**config.mk**
```make
export PLATFORM = sky130hd
export DESIGN_NAME = mpm_cell
export DESIGN_NICKNAME = d
export VERILOG_FILES = /design/src/sv/mpm_pkg.sv /design/src/sv/mpm_cell.sv
export SDC_FILE = /design/constraint.sdc
export NUM_CORES = 1
export LEC_CHECK = 0
export ABC_AREA = 1
export BUFFER_PORTS_ARGS = -buffer_cell sky130_fd_sc_hd__buf_2
export CAP_MARGIN = 10
export CORE_MARGIN = 5
export CORE_UTILIZATION = 50
export CTS_CLUSTER_DIAMETER = 30
export DETAILED_ROUTE_END_ITERATION = 6
export GPL_ROUTABILITY_DRIVEN = 0
export GPL_TIMING_DRIVEN = 0
export PLACE_DENSITY = 0.68
export SYNTH_ARGS = -nofsm -noshare
export SYNTH_HDL_FRONTEND = slang
export SYNTH_SLANG_ARGS = --single-unit
```
**constraint.sdc**
```tcl
create_clock -name clk -period 6.4 [get_ports clk]
set_input_delay 1.28 -clock clk [delete_from_list [all_inputs] [get_ports clk]]
set_output_delay 1.28 -clock clk [all_outputs]
set_load 0.02 [all_outputs]
```
**src/sv/mpm_pkg.sv**
```systemverilog
// Shared constants, codes and the cell control struct for the modular
// polynomial multiplier. No dependencies.
package mpm_pkg;

  localparam int CW      = 31;                 // coefficient width
  localparam int MAX_LEN = 32;                 // coefficients per factor
  localparam logic [63:0] MODULUS = 64'd998244353;

  localparam int LW  = $clog2(MAX_LEN + 1);    // factor length
  localparam int NW  = $clog2(2 * MAX_LEN);    // product index
  localparam int AW  = (MAX_LEN > 1) ? $clog2(MAX_LEN) : 1;
  localparam int TW  = CW + 2;                 // 2r + b, below 3M
  localparam int BCW = $clog2(CW);

  // Shift-and-subtract steps that bring any CW-bit value below MODULUS.
  localparam int RED_STEPS = $clog2(((64'd1 << CW) + MODULUS - 64'd1) / MODULUS);
  localparam int RCW       = (RED_STEPS > 1) ? $clog2(RED_STEPS) : 1;

  localparam logic [1:0] KIND_FIRST    = 2'd0;
  localparam logic [1:0] KIND_SECOND   = 2'd1;
  localparam logic [1:0] KIND_MULTIPLY = 2'd2;

  typedef struct packed {
    logic clear;     // zero the running sums
    logic step;      // one double-and-add step of the modular multiply
    logic first;     // first step: partial product starts at zero
    logic bit_val;   // multiplier bit, MSB first
    logic accum;     // shift sums one cell down, adding the product
    logic use_prod;  // product is real (not a padding step)
  } mpm_ctl_t;

endpackage

```
**src/sv/mpm_cell.sv**
```systemverilog
// One cell of the transposed convolution chain: holds one second-factor
// coefficient, a bit-serial modular product and a running sum.
// Depends on mpm_pkg.
module mpm_cell
  import mpm_pkg::*;
(
  input  logic            clk,
  input  mpm_ctl_t        ctl,
  input  logic            load,
  input  logic            active,
  input  logic [CW-1:0]   load_value,
  input  logic [CW-1:0]   s_in,
  output logic [CW-1:0]   s_out
);

  localparam logic [TW-1:0] MOD_T  = TW'(MODULUS);
  localparam logic [TW-1:0] MOD2_T = TW'(MODULUS << 1);
  localparam logic [CW:0]   MOD_S  = (CW + 1)'(MODULUS);

  logic [CW-1:0] b;
  logic [CW-1:0] r;
  logic [CW-1:0] s;
  logic [CW-1:0] r_base;
  logic [TW-1:0] t;
  logic [CW-1:0] r_next;
  logic [CW-1:0] p;
  logic [CW:0]   sum;
  logic [CW-1:0] s_next;

  always_comb begin
    r_base = ctl.first ? '0 : r;
    t = {1'b0, r_base, 1'b0} + (ctl.bit_val ? {2'b00, b} : '0);
    priority if (t >= MOD2_T) begin
      r_next = CW'(t - MOD2_T);
    end else if (t >= MOD_T) begin
      r_next = CW'(t - MOD_T);
    end else begin
      r_next = CW'(t);
    end
    p = (ctl.use_prod && active) ? r : '0;
    sum = {1'b0, s_in} + {1'b0, p};
    s_next = (sum >= MOD_S) ? CW'(sum - MOD_S) : CW'(sum);
  end

  always_ff @(posedge clk) begin
    if (load) begin
      b <= load_value;
    end
    if (ctl.step) begin
      r <= r_next;
    end
    if (ctl.clear) begin
      s <= '0;
    end else if (ctl.accum) begin
      s <= s_next;
    end
  end

  assign s_out = s;

endmodule

```
==> impl_metrics.tcl, run 1 <==
set metrics [dict create \
    status "complete, no violations" \
    cpMaxStageDelayCell "clkbuf_1" \
    antenna_cells 0 \
    slew_viol_final 0 \
    hold_path_class "reg2reg" \
    crit_type "in2reg" \
    r2r_cells 23 \
    fin_skew_ps 18.6 \
    slew_headroom 0.468 \
    cp.required_ps 6610 \
    area_growth_syn_to_layout_pct 9.61 \
    synth_top_area_cell "nand2_1" \
    hold_end "s_out[1]" \
    min_period_ps 5210 \
    synthMuxAreaShare 0 \
    grt_use_total 0.282 \
    synthCells 2257 \
    die_width_um 168 \
    die_h_um 168 \
    antenna_found_initial 0 \
    crit_arrival_ps 5420 \
    setup_viol 0 \
    worst_path_largest_cell_delay_ps 520 \
    final_common_cell "nand2_1" \
    routed_wl_um 40200 \
    grt_pass1_wl_um 64200 \
    rsz0062_at_grt "no" \
    drt_first_pass_iters 5 \
    clkLatencyLatePin_ps 370 \
    cts_made_buffers 9 \
    hold_viol 0 \
    nets 2508 \
    startpoint_type "primary input" \
    min_path_cells 2 \
    maxCapViolCount 0 \
    coreArea_mm2 0.0250 \
    ir_drop_v 0.000185 \
    dr.first_iter.drc_count 976 \
    grt_pass1_vias 13301 \
    vias 13751 \
    cts_tree "yes" \
    rows 58 \
    cp_max_fo 10 \
    synth_nets 2398 \
    num_io_pins 102 \
    powerDensity_mw_per_mm2 298 \
    startpoint "ctl[3]" \
    synth_compound_area_frac 0.0432 \
    ctsRootBufferMaster "clkbuf_16" \
    synth_top_family_by_area "simple AND/OR/NAND/NOR gates" \
    port_buffers 99 \
    fillers 2663 \
    finalCritPeriodShare 0.815 \
    yosys.cell_types.count 45 \
    tightestPinTransition_ps 798 \
    design_area_mm2 0.0137 \
    synthSimpleGateAreaFrac 0.495 \
    yosysSeqAreaShare 0.198 \
    yosys_register_bits 93 \
    cts.sinks 93 \
    vias_per_cell 5.09 \
    start_util 0.502 \
    rr_endpoint "r[22]" \
    synth_fa_ha_area_frac 0.0711 \
    crit_path_end_kind "flip-flop" \
    cts_setup_buffers 0 \
    clk_pin_slew_ps 80 \
    fmax_ghz 0.192 \
    synthTopCellsByArea "nand2_1 (26%), edfxtp_1 (15%), inv_1 (12%), nor2_1 (8.8%), ha_1 (6.8%)" \
    wire_per_inst_um 14.9 \
    drive_gt1_frac 0.0919 \
    hp-start "s_out[1]" \
    placed_area_mm2 0.0134 \
    path_cells "buf_2, clkbuf_1, nor2_1, ha_1, inv_1, fa_1, inv_1, nand3_1, nand2_2, nand2_1, nand2_1, nand2_1, nand2_2, nand2_1, nor2_1, nand2_1, nor2_1, nand3_1, nor2_1, nand3_1, nand3_1, clkbuf_1, nand2_1, nand2_1" \
    grt-ovfl-total 0 \
    clk_path_buf_depth 2 \
    tns_ps 0 \
    drc 0 \
    avgSynthCellArea_um2 5.55 \
    cts_hold_buf 0 \
    path_common_cell "nand2_1" \
    final_cell_mix "nand2_1 (856), inv_1 (411), nor2_1 (295), nand3_1 (156), buf_2 (107)" \
    dieArea_mm2 0.0283 \
    antenna_left 0 \
    synth_xor_area_frac 0.0454 \
    synth_warnings 0 \
    post-dp-hpwl_um 34000 \
    leakage_nw 8.10 \
    grt_max_degree 32 \
    synth_area_mm2 0.0125 \
    r2r_setup_slack_ps 2230 \
    cts_resized 0 \
    r2r-start "r[0]" \
    synth_top_area_frac 0.256 \
    h-tree-depth 3 \
]
-- worst max-delay path: cells and delay by family --
kind	cells	cell delay, ps
AND/OR/NAND/NOR	17	2380
buffers and inverters	5	1150
adder cells (fa/ha/maj)	2	620
-- state kept, by name, indices dropped and copies added (netlist names) --
register  flops
r            31
s_out        31
b            31
-- synth_stat cells, drive strengths merged --
library cell,count
a21boi,1
a21o,2
a21oi,43
a31oi,1
and2,5
and3,1
buf,20
clkbuf,20
clkinv,1
dfxtp,31
edfxtp,62
fa,2
ha,68
inv,430
nand2,880
nand3,163
nand3b,10
nand4,67
nor2,318
nor3,16
nor4,1
o211ai,1
o21ai,44
o21bai,2
o22ai,1
or2,2
xnor2,10
xor2,55
-- cell type report --
class | count | area [µm²] | share of cell area
sequential | 93 | 2480 | 0.181
inverter | 431 | 1620 | 0.118
clock inverter | 7 | 71.3 | 0.00519
timing repair buffer | 99 | 495 | 0.0361
tap | 330 | 413 | 0.0301
multi-input combinational | 1693 | 8210 | 0.597
clock buffer | 9 | 225 | 0.0164
buffer | 40 | 228 | 0.0166
-- power breakdown --
group	internal, mW	switching [mW]
clock	0.278	0.283
sequential	0.825	0.0427
combinational	0.825	1.83
total	1.93	2.16
-- routing by layer --
layer	track usage	wire length (µm)	vias to the layer above
li1	-	-	7142
met1	0.306	15300	6084
met2	0.533	20500	409
met3	0.0237	1850	116
met4	0.161	2460	0
met5	0	0	-
-- worst max path at each step --
stage	slack [ps]	endpoint	cells after the start
finish	1190	r[22]	24
global route	890	r[22]	23
CTS	1260	r[1]	22
detailed placement	920	r[1]	22
global placement	930	r[22]	21
floorplan	2020	r[12]	22
-- kinds of logic (layout without fill, tap and decap cells) --
logic type / count (synthesis) / in the layout
AOI/OAI and AO/OA: 95 / 95
xor gates and xnor gates: 65 / 65
adders and majority gates: 70 / 70
buffers and inverters: 471 / 586
DFF: 93 / 93
and+or+nand+nor: 1463 / 1463
-- stage by stage --
| step | cells | power [mW] | utilization | worst slack [ps] | hold slack (ps) |
|---|---|---|---|---|---|
| floorplan | 2257 | 2.81 | - | 2020 | 541 |
| global placement | 2686 | 3.45 | 0.538 | 929 | 450 |
| detailed placement | 2686 | 3.49 | 0.538 | 918 | 467 |
| CTS | 2702 | 4.06 | 0.550 | 1260 | 479 |
| global route | 2702 | 4.45 | 0.550 | 886 | 529 |
| finish | 2702 | 4.09 | 0.550 | 1190 | 479 |
Note: power is estimated with default switching activity, not from simulation.
==> run 2: changes to the inputs <==
PLACE_DENSITY = 0.71   (was 0.68)
clock period = 4.5 ns   (was 6.4 ns; I/O delays follow)
==> run 2 against run 1 <==
  * Sequential cell count stayed put
  * Register-to-register slack got worse by 1500 ps
  * First-iteration DRC count shrank 5.3%
  * Core utilization grew 0.56 points
  * Largest power group unchanged
==> impl_metrics.tcl, run 2 (synthesized netlist as in run 1, its figures left out) <==
set metrics [dict create \
    cts.sinks 93 \
    vias 13818 \
    p_total_mw 5.90 \
    final_util 0.556 \
    drt_first_pass_iters 6 \
    cpMaxStageDelayCell "fa_2" \
    clk_path_buf_depth 2 \
    area_growth_syn_to_layout_pct 10.7 \
    crit_path_end_kind "flip-flop" \
    port_buffers 99 \
    slew_headroom 0.471 \
    die_h_um 168 \
    grt_pass1_wl_um 62400 \
    fmax_ghz 0.234 \
    nets 2514 \
    startpoint_type "primary input" \
    post-dp-hpwl_um 32600 \
    cts_made_buffers 9 \
    antenna_cells 0 \
    vias_per_cell 5.10 \
    drc 0 \
    start_util 0.502 \
    rsz0062_at_grt "no" \
    die_width_um 168 \
    dieArea_mm2 0.0283 \
    path_cells "buf_2, clkbuf_4, nor2_1, ha_1, inv_1, fa_2, ha_1, inv_1, nor2_1, nand2_1, nor2_2, nand2_2, nor2_4, nand3_1, nor2_4, nand3_2, nand3_2, nor2_2, nor2_4, buf_6, nand3_1, o21ai_0" \
    clk_pin_slew_ps 80 \
    status "complete, no violations" \
    crit_arrival_ps 4490 \
    multi_input_area_mm2 0.00825 \
    rows 58 \
    seq_area_mm2 0.00248 \
    pre_cts_slack_ps -773 \
    tightestPinTransition_ps 794 \
    h-tree-depth 3 \
    ir_drop_v 0.000256 \
    finalCritPeriodShare 0.950 \
    worst_path_largest_cell_delay_ps 630 \
    cp_max_fo 10 \
    hold_path_class "reg2reg" \
    fin_ws_ps 226 \
    coreArea_mm2 0.0250 \
    fin_skew_ps 7.43 \
    clkLatencyLatePin_ps 370 \
    antenna_left 0 \
    grt-ovfl-total 0 \
    hold_viol 0 \
    grt_pass1_vias 13031 \
    grt_use_total 0.273 \
    fillers 2651 \
    path_common_cell "nor2_4" \
    cp.required_ps 4710 \
    crit_type "in2reg" \
    leakage_nw 8.17 \
    num_io_pins 102 \
    antenna_found_initial 0 \
    final_common_cell "nand2_1" \
    wire_per_inst_um 14.5 \
    min_period_ps 4270 \
    routed_wl_um 39200 \
    final_cell_mix "nand2_1 (855), inv_1 (411), nor2_1 (291), nand3_1 (156), buf_2 (104)" \
    setup_viol 0 \
    whs_ps 466 \
    slew_viol_final 0 \
    grt_max_degree 32 \
    drive_gt1_frac 0.102 \
    ctsRootBufferMaster "clkbuf_16" \
    powerDensity_mw_per_mm2 425 \
    maxCapViolCount 0 \
    dr.first_iter.drc_count 924 \
    cts_tree "yes" \
]
-- run 2: cell count changes in the layout (fill, tap and decap cells not counted), sizes merged --
cell | previous run | this run
bufinv | 0 | 1
inv | 435 | 433
clkinv | 1 | 2
buf | 119 | 127
clkbuf | 29 | 27
-- run 2: per-stage QoR --
step	cells	area, µm²	TNS (ps)
3_3_place_gp	2686	13400	-29990
4_1_cts	2701	13800	0
3_5_place_dp	2686	13400	-33150
5_1_grt	2708	13900	0
6_report	2708	13900	0
2_1_floorplan	2257	12500	0
-- run 2: path summary, 6_finish.rpt --
| kind | from | end | slack (ps) | cells past startpoint |
|---|---|---|---|---|
| setup reg to reg | r[0] | r[1] | 770 | 21 |
| setup / recovery | ctl[3] | r[1] | 230 | 22 |
| hold / removal | s_out[1] | s_out[1] | 470 | 2 |
| hold reg to reg | s_out[1] | s_out[1] | 470 | 2 |
-- run 2: layout make-up --
| class | instances | area share |
|---|---|---|
| multi-input combinational | 1693 | 0.595 |
| sequential | 93 | 0.179 |
| inverter | 431 | 0.117 |
| timing repair buffer | 106 | 0.0397 |
| tap | 330 | 0.0297 |
| buffer | 39 | 0.0184 |
| clock buffer | 9 | 0.0162 |
| clock inverter | 7 | 0.00586 |
-- run 2: repair_timing --
item	CTS	global route
pin swaps	0	4
setup endpoints to repair	51	61
gates resized for setup	7	37
setup buffers	0	7
hold buffers	0	0
-- run 2: routing by layer --
layer,track usage,wire length (µm),part of all wire,vias to the layer above
met5,0,0,0,-
met4,0.147,1970,0.050,0
met3,0.0218,1880,0.048,107
met2,0.511,20100,0.51,427
met1,0.305,15300,0.39,6139
li1,-,-,-,7145
-- run 2: critical path: cells and delay by family --
family	cells	cell delay [ps]
adder cells (fa/ha/maj)	3	1060
AO/OA/AOI/OAI	1	100
AND/OR/NAND/NOR	13	1720
buffers and inverters	5	680
-- run 2: where the power goes --
part | leakage [nW] | switching, mW | internal, mW
logic | 7.15 | 2.60 | 1.22
clock network | 0.146 | 0.397 | 0.441
registers | 0.872 | 0.0717 | 1.18
